$ cat config.mk
export PLATFORM = sky130hd
export DESIGN_NAME = waiter_list_queue
export DESIGN_NICKNAME = d
export VERILOG_FILES = /design/src/rtl/core/wlq_pkg.sv /design/src/rtl/core/waiter_list_queue.sv
export VERILOG_INCLUDE_DIRS = /design/src /design/src/rtl/core
export SDC_FILE = /design/constraint.sdc
export NUM_CORES = 1
export LEC_CHECK = 0
export BUFFER_PORTS_ARGS = -buffer_cell sky130_fd_sc_hd__clkbuf_2
export CAP_MARGIN = 10
export CORE_ASPECT_RATIO = 0.75
export CORE_MARGIN = 2
export CORE_UTILIZATION = 40
export CTS_CLUSTER_SIZE = 24
export DETAILED_ROUTE_END_ITERATION = 6
export GPL_ROUTABILITY_DRIVEN = 0
export GPL_TIMING_DRIVEN = 0
export PLACE_DENSITY = 0.6
export SYNTH_ARGS = -nofsm -noshare
export SYNTH_HDL_FRONTEND = slang
export SYNTH_SLANG_ARGS = --single-unit
$ cat constraint.sdc
create_clock -name clock -period 4 [get_ports clock]
set_input_delay 0.8 -clock clock [delete_from_list [all_inputs] [get_ports clock]]
set_output_delay 0.8 -clock clock [all_outputs]
set_load 0.05 [all_outputs]
$ cat src/rtl/core/waiter_list_queue_macros.svh
// Assertion helpers for the waiter list queue.
// WLQ_ASSERT_IMPL checks cons in the same cycle as ante; WLQ_ASSERT_NEXT in the cycle after.
`ifndef WAITER_LIST_QUEUE_MACROS_SVH
`define WAITER_LIST_QUEUE_MACROS_SVH
`ifndef SYNTHESIS
`define WLQ_ASSERT_IMPL(label, clk, rst, ante, cons) \
   label: assert property (@(posedge clk) disable iff (rst) (ante) |-> (cons)) \
      else $error("waiter list queue: same-cycle check failed");
`define WLQ_ASSERT_NEXT(label, clk, rst, ante, cons) \
   label: assert property (@(posedge clk) disable iff (rst) (ante) |=> (cons)) \
      else $error("waiter list queue: next-cycle check failed");
`else
`define WLQ_ASSERT_IMPL(label, clk, rst, ante, cons)
`define WLQ_ASSERT_NEXT(label, clk, rst, ante, cons)
`endif
`endif

$ cat src/rtl/core/wlq_pkg.sv
package wlq_pkg;

   localparam int SLOTS_DEFAULT    = 16;
   localparam int TID_BITS_DEFAULT = 16;

   // fixed field widths
   localparam int OP_W       = 2;
   localparam int TID_W      = 16;
   localparam int HANDLE_W   = 4;
   localparam int STATUS_W   = 2;
   localparam int TOTAL_W    = 5;

   // at most this many results per drain
   localparam int RESULT_LIMIT = 16;
   localparam int DRAIN_CNT_W  = $clog2(RESULT_LIMIT);

   // stream packing
   localparam int REQ_DATA_W = 24;
   localparam int REQ_USER_W = OP_W;
   localparam int RSP_DATA_W = 32;
   localparam int RSP_USER_W = 1 + STATUS_W;
   localparam int RSP_PAD_W  = RSP_DATA_W - HANDLE_W - TID_W - TOTAL_W;

   typedef enum logic [OP_W-1:0] {
      OP_ADD    = 2'd0,
      OP_REMOVE = 2'd1,
      OP_SHIFT  = 2'd2,
      OP_DRAIN  = 2'd3
   } op_type;

   typedef enum logic [STATUS_W-1:0] {
      STATUS_OK   = 2'd0,
      STATUS_FULL = 2'd1,
      STATUS_MISS = 2'd2
   } status_type;

   typedef struct packed {
      logic [HANDLE_W-1:0] handle;
      logic [TID_W-1:0]    thread_out;
      logic                thread_valid;
      status_type          status;
      logic [TOTAL_W-1:0]  waiter_total;
      logic                last;
   } rsp_type;

endpackage

$ cat src/rtl/core/waiter_list_queue.sv
// Channel  | Dir | Handshake          | Payload
// req_*    | in  | tvalid / tready    | tdata: thread_id, waiter_handle; tuser: op
// rsp_*    | out | tvalid / tready    | tdata: handle, thread_out, waiter_total;
//          |     |                    | tuser: thread_valid, status; tlast: last
// Add, remove and shift run accept, execute, then link/unlink and result;
// a full table, unqueued handle or empty list is answered from execute.
// Drain reads one list entry and gives one result per cycle while results are taken.
// A stalled result port holds the sequencer in the step that produces the next result.
// Reset clears the occupancy bits, head, tail and count; no clearing pass is needed,
// since link and thread tables are only read for occupied slots.
`include "waiter_list_queue_macros.svh"

module waiter_list_queue #(
   parameter int SLOTS          = wlq_pkg::SLOTS_DEFAULT,
   parameter int THREAD_ID_BITS = wlq_pkg::TID_BITS_DEFAULT
) (
   input  logic                          clock,
   input  logic                          reset,
   input  logic                          req_tvalid,
   output logic                          req_tready,
   // [15:0] thread_id, [19:16] waiter_handle, rest zero
   input  logic [wlq_pkg::REQ_DATA_W-1:0] req_tdata,
   // [1:0] op
   input  logic [wlq_pkg::REQ_USER_W-1:0] req_tuser,
   output logic                          rsp_tvalid,
   input  logic                          rsp_tready,
   // [3:0] handle, [19:4] thread_out, [24:20] waiter_total, rest zero
   output logic [wlq_pkg::RSP_DATA_W-1:0] rsp_tdata,
   // [0] thread_valid, [2:1] status
   output logic [wlq_pkg::RSP_USER_W-1:0] rsp_tuser,
   output logic                          rsp_tlast
);

   localparam int IW   = $clog2(SLOTS);
   localparam int PW   = $clog2(SLOTS + 1);
   localparam int CW   = PW;
   localparam int CMPW = PW + wlq_pkg::HANDLE_W;
   localparam int EW   = CW + wlq_pkg::TOTAL_W + 1;
   localparam logic [PW-1:0] NIL_PTR = PW'(SLOTS);

   typedef enum logic [3:0] {
      ST_IDLE   = 4'b0001,
      ST_EXEC   = 4'b0010,
      ST_LINK   = 4'b0100,
      ST_UNLINK = 4'b1000
   } state_type;

   state_type                         state_ff, state_in;
   wlq_pkg::op_type                   op_ff, op_in;
   logic [wlq_pkg::TID_W-1:0]         tid_ff, tid_in;
   logic [wlq_pkg::HANDLE_W-1:0]      hnd_ff, hnd_in;
   logic [IW-1:0]                     cur_ff, cur_in;
   logic [PW-1:0]                     link_ptr_ff, link_ptr_in;
   logic [PW-1:0]                     head_ff, head_in;
   logic [PW-1:0]                     tail_ff, tail_in;
   logic [CW-1:0]                     count_ff, count_in;
   logic [SLOTS-1:0]                  used_ff, used_in;
   logic [wlq_pkg::DRAIN_CNT_W-1:0]   drain_cnt_ff, drain_cnt_in;
   logic [CW-1:0]                     drain_total_ff, drain_total_in;
   logic                              rsp_valid_ff, rsp_valid_in;
   wlq_pkg::rsp_type                  rsp_ff, rsp_in;

   // slot tables
   logic [THREAD_ID_BITS-1:0]         slot_thread_ff [SLOTS];
   logic [PW-1:0]                     slot_next_ff   [SLOTS];
   logic [PW-1:0]                     slot_prev_ff   [SLOTS];
   logic [THREAD_ID_BITS-1:0]         rd_thread_ff;
   logic [PW-1:0]                     rd_next_ff;
   logic [PW-1:0]                     rd_prev_ff;

   logic                              th_we, nx_we, pv_we;
   logic [IW-1:0]                     th_addr, nx_addr, pv_addr;
   logic [THREAD_ID_BITS-1:0]         th_wd;
   logic [PW-1:0]                     nx_wd, pv_wd;

   logic                              out_free;
   logic                              rsp_load;
   wlq_pkg::rsp_type                  res;
   logic [IW-1:0]                     free_idx;
   logic                              hnd_ok;
   logic [PW-1:0]                     unl_prev;
   logic                              unl_last;
   logic [EW-1:0]                     count_ext;

   assign out_free   = !rsp_valid_ff || rsp_tready;
   assign req_tready = (state_ff == ST_IDLE);

   // lowest free slot
   always_comb begin
      free_idx = '0;
      for (int i = SLOTS - 1; i >= 0; i--) begin
         if (!used_ff[i]) begin
            free_idx = IW'(i);
         end
      end
   end

   assign hnd_ok = (CMPW'(hnd_ff) < CMPW'(SLOTS)) && used_ff[IW'(hnd_ff)];
   assign count_ext = EW'(count_ff);
   // only remove unlinks a non-head slot; the head's prev is null
   assign unl_prev = (op_ff == wlq_pkg::OP_REMOVE) ? rd_prev_ff : NIL_PTR;
   assign unl_last = (op_ff != wlq_pkg::OP_DRAIN) || (rd_next_ff == NIL_PTR) ||
                     (drain_cnt_ff == wlq_pkg::DRAIN_CNT_W'(wlq_pkg::RESULT_LIMIT - 1));

   always_comb begin
      state_in       = state_ff;
      op_in          = op_ff;
      tid_in         = tid_ff;
      hnd_in         = hnd_ff;
      cur_in         = cur_ff;
      link_ptr_in    = link_ptr_ff;
      head_in        = head_ff;
      tail_in        = tail_ff;
      count_in       = count_ff;
      used_in        = used_ff;
      drain_cnt_in   = drain_cnt_ff;
      drain_total_in = drain_total_ff;
      th_we          = 1'b0;
      th_addr        = free_idx;
      th_wd          = THREAD_ID_BITS'({{THREAD_ID_BITS{1'b0}}, tid_ff});
      nx_we          = 1'b0;
      nx_addr        = free_idx;
      nx_wd          = NIL_PTR;
      pv_we          = 1'b0;
      pv_addr        = free_idx;
      pv_wd          = tail_ff;
      rsp_load       = 1'b0;
      res            = '0;
      res.status     = wlq_pkg::STATUS_OK;
      res.last       = 1'b1;
      res.waiter_total = wlq_pkg::TOTAL_W'({{wlq_pkg::TOTAL_W{1'b0}}, count_ff});

      case (state_ff)
         ST_IDLE: begin
            if (req_tvalid) begin
               op_in    = wlq_pkg::op_type'(req_tuser[wlq_pkg::OP_W-1:0]);
               tid_in   = req_tdata[wlq_pkg::TID_W-1:0];
               hnd_in   = req_tdata[wlq_pkg::TID_W +: wlq_pkg::HANDLE_W];
               state_in = ST_EXEC;
            end
         end
         ST_EXEC: begin
            case (op_ff)
               wlq_pkg::OP_ADD: begin
                  if (count_ff == CW'(SLOTS)) begin
                     res.status = wlq_pkg::STATUS_FULL;
                     if (out_free) begin
                        rsp_load = 1'b1;
                        state_in = ST_IDLE;
                     end
                  end else begin
                     th_we              = 1'b1;
                     nx_we              = 1'b1;
                     pv_we              = 1'b1;
                     used_in[free_idx]  = 1'b1;
                     count_in           = count_ff + CW'(1);
                     tail_in            = PW'(free_idx);
                     if (tail_ff == NIL_PTR) begin
                        head_in = PW'(free_idx);
                     end
                     link_ptr_in = tail_ff;
                     cur_in      = free_idx;
                     state_in    = ST_LINK;
                  end
               end
               wlq_pkg::OP_REMOVE: begin
                  if (!hnd_ok) begin
                     res.status = wlq_pkg::STATUS_MISS;
                     if (out_free) begin
                        rsp_load = 1'b1;
                        state_in = ST_IDLE;
                     end
                  end else begin
                     cur_in   = IW'(hnd_ff);
                     state_in = ST_UNLINK;
                  end
               end
               default: begin
                  // shift and drain both pop from the head
                  if (head_ff == NIL_PTR) begin
                     res.status = wlq_pkg::STATUS_MISS;
                     if (out_free) begin
                        rsp_load = 1'b1;
                        state_in = ST_IDLE;
                     end
                  end else begin
                     cur_in       = head_ff[IW-1:0];
                     drain_cnt_in = '0;
                     if (count_ext > EW'(wlq_pkg::RESULT_LIMIT)) begin
                        drain_total_in = CW'(count_ext - EW'(wlq_pkg::RESULT_LIMIT));
                     end else begin
                        drain_total_in = '0;
                     end
                     state_in = ST_UNLINK;
                  end
               end
            endcase
         end
         ST_LINK: begin
            res.handle = wlq_pkg::HANDLE_W'({{wlq_pkg::HANDLE_W{1'b0}}, cur_ff});
            if (out_free) begin
               if (link_ptr_ff != NIL_PTR) begin
                  nx_we   = 1'b1;
                  nx_addr = link_ptr_ff[IW-1:0];
                  nx_wd   = PW'(cur_ff);
               end
               rsp_load = 1'b1;
               state_in = ST_IDLE;
            end
         end
         ST_UNLINK: begin
            res.thread_valid = (op_ff != wlq_pkg::OP_REMOVE);
            if (op_ff != wlq_pkg::OP_REMOVE) begin
               res.thread_out = wlq_pkg::TID_W'({{wlq_pkg::TID_W{1'b0}}, rd_thread_ff});
            end
            if (op_ff == wlq_pkg::OP_DRAIN) begin
               res.waiter_total =
                  wlq_pkg::TOTAL_W'({{wlq_pkg::TOTAL_W{1'b0}}, drain_total_ff});
            end else begin
               res.waiter_total =
                  wlq_pkg::TOTAL_W'({{wlq_pkg::TOTAL_W{1'b0}}, count_ff - CW'(1)});
            end
            res.last = unl_last;
            if (out_free) begin
               if (unl_prev != NIL_PTR) begin
                  nx_we   = 1'b1;
                  nx_addr = unl_prev[IW-1:0];
                  nx_wd   = rd_next_ff;
               end else begin
                  head_in = rd_next_ff;
               end
               if (rd_next_ff != NIL_PTR) begin
                  pv_we   = 1'b1;
                  pv_addr = rd_next_ff[IW-1:0];
                  pv_wd   = unl_prev;
               end else begin
                  tail_in = unl_prev;
               end
               used_in[cur_ff] = 1'b0;
               count_in        = count_ff - CW'(1);
               rsp_load        = 1'b1;
               if (unl_last) begin
                  state_in = ST_IDLE;
               end else begin
                  // the next slot's link read lands for the following cycle
                  cur_in       = rd_next_ff[IW-1:0];
                  drain_cnt_in = drain_cnt_ff + wlq_pkg::DRAIN_CNT_W'(1);
               end
            end
         end
         default: begin
            state_in = ST_IDLE;
         end
      endcase

      rsp_valid_in = rsp_valid_ff;
      rsp_in       = rsp_ff;
      if (rsp_load) begin
         rsp_valid_in = 1'b1;
         rsp_in       = res;
      end else if (rsp_tready) begin
         rsp_valid_in = 1'b0;
      end
   end

   always_ff @(posedge clock) begin
      if (reset) begin
         state_ff     <= ST_IDLE;
         head_ff      <= NIL_PTR;
         tail_ff      <= NIL_PTR;
         count_ff     <= '0;
         used_ff      <= '0;
         rsp_valid_ff <= 1'b0;
      end else begin
         state_ff     <= state_in;
         head_ff      <= head_in;
         tail_ff      <= tail_in;
         count_ff     <= count_in;
         used_ff      <= used_in;
         rsp_valid_ff <= rsp_valid_in;
      end
   end

   always_ff @(posedge clock) begin
      op_ff          <= op_in;
      tid_ff         <= tid_in;
      hnd_ff         <= hnd_in;
      cur_ff         <= cur_in;
      link_ptr_ff    <= link_ptr_in;
      drain_cnt_ff   <= drain_cnt_in;
      drain_total_ff <= drain_total_in;
      rsp_ff         <= rsp_in;
   end

   // table reads follow the slot the sequencer moves to
   always_ff @(posedge clock) begin
      if (th_we) begin
         slot_thread_ff[th_addr] <= th_wd;
      end
      rd_thread_ff <= slot_thread_ff[cur_in];
   end

   always_ff @(posedge clock) begin
      if (nx_we) begin
         slot_next_ff[nx_addr] <= nx_wd;
      end
      rd_next_ff <= slot_next_ff[cur_in];
   end

   always_ff @(posedge clock) begin
      if (pv_we) begin
         slot_prev_ff[pv_addr] <= pv_wd;
      end
      rd_prev_ff <= slot_prev_ff[cur_in];
   end

   assign rsp_tvalid = rsp_valid_ff;
   assign rsp_tdata  = {{wlq_pkg::RSP_PAD_W{1'b0}}, rsp_ff.waiter_total,
                        rsp_ff.thread_out, rsp_ff.handle};
   assign rsp_tuser  = {rsp_ff.status, rsp_ff.thread_valid};
   assign rsp_tlast  = rsp_ff.last;

   `WLQ_ASSERT_IMPL(a_empty_list_null, clock, reset, count_ff == '0, head_ff == NIL_PTR && tail_ff == NIL_PTR)
   `WLQ_ASSERT_IMPL(a_count_matches_used, clock, reset, 1'b1, $countones(used_ff) == count_ff)
   `WLQ_ASSERT_IMPL(a_unlink_slot_used, clock, reset, state_ff == ST_UNLINK, used_ff[cur_ff])
   `WLQ_ASSERT_NEXT(a_accept_to_exec, clock, reset, req_tvalid && req_tready, state_ff == ST_EXEC)

endmodule

==> qor.csv <==
metric,value,unit
status,"complete, no violations",
dp_hpwl,36200,um
synth_area_leaders,"edfxtp_1 64%, mux2i_1 17%, dfxtp_1 5.8%",
worstSetupStartpoint,state_ff[3],
power,15800,uW
maxCapViolations,0,
clockRootBuffer,clkbuf_16,
synth_largest_area_cell,edfxtp_1,
grt_start_max_net_pins,20,
cts_hold_buffers,0,
fin_crit,3.78,ns
drive_above_1_share,13.5,%
regToRegEndpoint,rd_prev_ff[0],
firstDrtPassIters,5,
clock_path_buffers,3,
rsz0062_at_grt,no,
final_cell_area,25900,um2
avgSynthCellArea,15.3,um2
rr_worst_depth,13,
place_ws,-0.427,ns
tns,0,ns
ys.flop_type,edfxtp_1,
syn-cell-area,22600,um2
worstSetupEndpoint,rd_prev_ff[0],
cp_slowest_cell,dfxtp_1,
ys_ff_latch,547,
crit_required,4.46,ns
grt_pass1_wl,80000,um
worstSkewPairLatency,0.62,ns
clkSlewWorstSetupHoldPaths,0.06,ns
synth.top_cell.area_share,63.8,%
switchingPower,4710,uW
h-tree-depth,2,
cts-buffers-inserted,53,
powerDensity,612,nW/um2
vias,12700,
ys_warn_count,0,
postRouteWirelength,54300,um
synth-seq-area-share,69.6,%
final_net_count,1640,
grt_pass1_vias,12600,
path_cells,"or4b_1, buf_2, nor2_4, a31oi_1, a211o_1, a31oi_2, buf_4, buf_6, buf_6, mux2i_1, mux2i_1, mux2i_1, mux2i_1",
io_buffer_count,55,
ir_worst_vdd,0.392,mV
fp-row-count,75,
setup_violations,0,
cts_setup_buffers,0,
reg2reg_slack,0.22,ns
initial_core_util,40.5,%
clock_skew,0.0183,ns
fmax,0.265,GHz
slew_violations,0,
drt_iter0_markers,1551,
drcViolationCount,0,
area_growth,14.3,%
cpPeakStageDelay,0.47,ns
core,55900,um2
clockPowerShare,33.6,%
num_io_pins,68,
ant_nets,0,
grt_use_total,18.5,%
slew_headroom,25.2,%
cp.arrival,4.24,ns
antenna_found_initial,0,
fillers,4877,
dpl_cell_area,24000,um2
fp.dieW,279,um
critPathKind,reg -> reg,
reg2reg_from,state_ff[3],
path_common_cell,mux2i_1,
cts_tree,yes,
vias_per_cell,5.34,
critPathCaptureType,flop,
period_share,94.4,%
tightest_slew,1.11,ns
crit_fanout,10,
power_frac_seq,41.4,%
hp-start,req_tdata[5],
synthCells,1483,
fin_ws,0.224,ns
p_comb_share,25.0,%
die_y,210,um
swShare,29.7,%
synth-edff-count,481,
yosysUniqueCellTypes,63,
ys_async_sr_fraction,0,%
clock_sink_count,547,
whs,0.358,ns
die-area,58600,um2
diodes,0,
hold_class,in -> reg,
wl_per_cell,22.8,um
final_hold_viol_count,0,
p_int,11100,uW
startpoint_type,flop,
p_leak,0.00960,uW
gr-total-overflow,0,
registers in the layout, indices dropped and copies added (netlist names):
signal / count
drain_cnt_ff: 4
rsp_tdata: 25
rsp_tuser: 3
head_ff: 5
hnd_ff: 4
slot_prev_ff: 80
op_ff: 2
drain_total_ff: 5
used_ff: 16
link_ptr_ff: 5
slot_next_ff: 80
tail_ff: 5
th_wd: 16
rd_thread_ff: 16
slot_thread_ff: 256
rd_prev_ff: 5
count_ff: 5
rd_next_ff: 5
state_ff: 4
rsp_tvalid: 1
cur_ff: 4
rsp_tlast: 1
worst max-delay path: cells and delay by family, from the launching register on:
kind,cells,cell delay (ns)
mux,4,0.81
buf+inv,4,0.96
flops,1,0.47
simple gates,2,0.65
compound gates,3,0.72
Yosys cell counts (all sizes together) (4+ instances only):
library cell and count:
a211o 4, a211oi 11, a21oi 39, a22o 7, a22oi 5, a31oi 6
and2 28, and3 5, buf 53, clkbuf 23, dfxtp 66, edfxtp 481
inv 34, mux2i 395, mux4 4, nand2 89, nand2b 5, nand3 9
nand4 4, nor2 89, nor3 15, nor4 5, nor4b 6, o211ai 4
o21ai 45, xnor2 5
cells in the final DEF, fill, tap and decap left out, types with 32 or more instances in the layout:
cell	count
edfxtp_1	481
mux2i_1	394
nand2_1	89
nor2_1	85
dfxtp_1	66
clkbuf_2	55
clkbuf_16	54
a21oi_1	39
o21ai_0	35
clkbuf_1	32
power groups by stage:
stage	logic (uW)	clock network, uW	registers, uW
floorplan	2770	0	6610
global placement	3930	0	6670
detailed placement	3950	0	6680
CTS	3970	5410	6560
global route	4200	5630	6580
finish	3970	5320	6560
logic make-up (layout without fill, tap and decap cells):
family	Yosys count	after routing	share of synthesized area [%]
mux	399	399	17.9
compound gates	145	145	4.05
flops	547	547	69.6
buf+inv	110	272	2.42
simple gates	272	272	5.65
fa+ha+maj	3	3	0.166
xor+xnor	6	6	0.232
other cells	1	8	0.0166
worst min-delay path by stage:
stage | slack [ns] | end | cells after the start
floorplan | 0.45 | link_ptr_ff[0] | 0
global placement | 0.48 | rsp_tdata[4] | 1
detailed placement | 0.49 | rsp_tdata[5] | 1
CTS | 0.33 | th_wd[2] | 1
global route | 0.32 | th_wd[5] | 1
finish | 0.36 | th_wd[5] | 1
routing by layer:
layer	share of wire [%]	track usage, %	vias to the layer above
met3	6.3	3.87	78
met4	1.8	4.19	0
li1	-	-	5876
met1	48	27.3	6383
met5	0	0	-
met2	44	28.3	384
through the flow:
step | util, % | std cells
5_1_grt | 46.3 | 2383
3_5_place_dp | 42.8 | 2283
2_1_floorplan | - | 1490
3_3_place_gp | 42.7 | 2276
4_1_cts | 46.2 | 2383
6_report | 46.3 | 2383
timing repair:
action | CTS | global route
gates resized for setup | 2 | 13
setup endpoints to repair | 195 | 129
pin swaps | 0 | 0
layout make-up:
cell class	instances	area (um2)	share of cell area [%]
flip-flops and latches	547	15800	60.9
inverters	34	150	0.580
repair buffers	62	360	1.39
well taps	731	915	3.53
plain buffers	76	425	1.64
clock inverters	29	373	1.44
multi-input cells	833	6400	24.7
clock buffers	71	1500	5.78
Power figures use the tool's default switching activity.
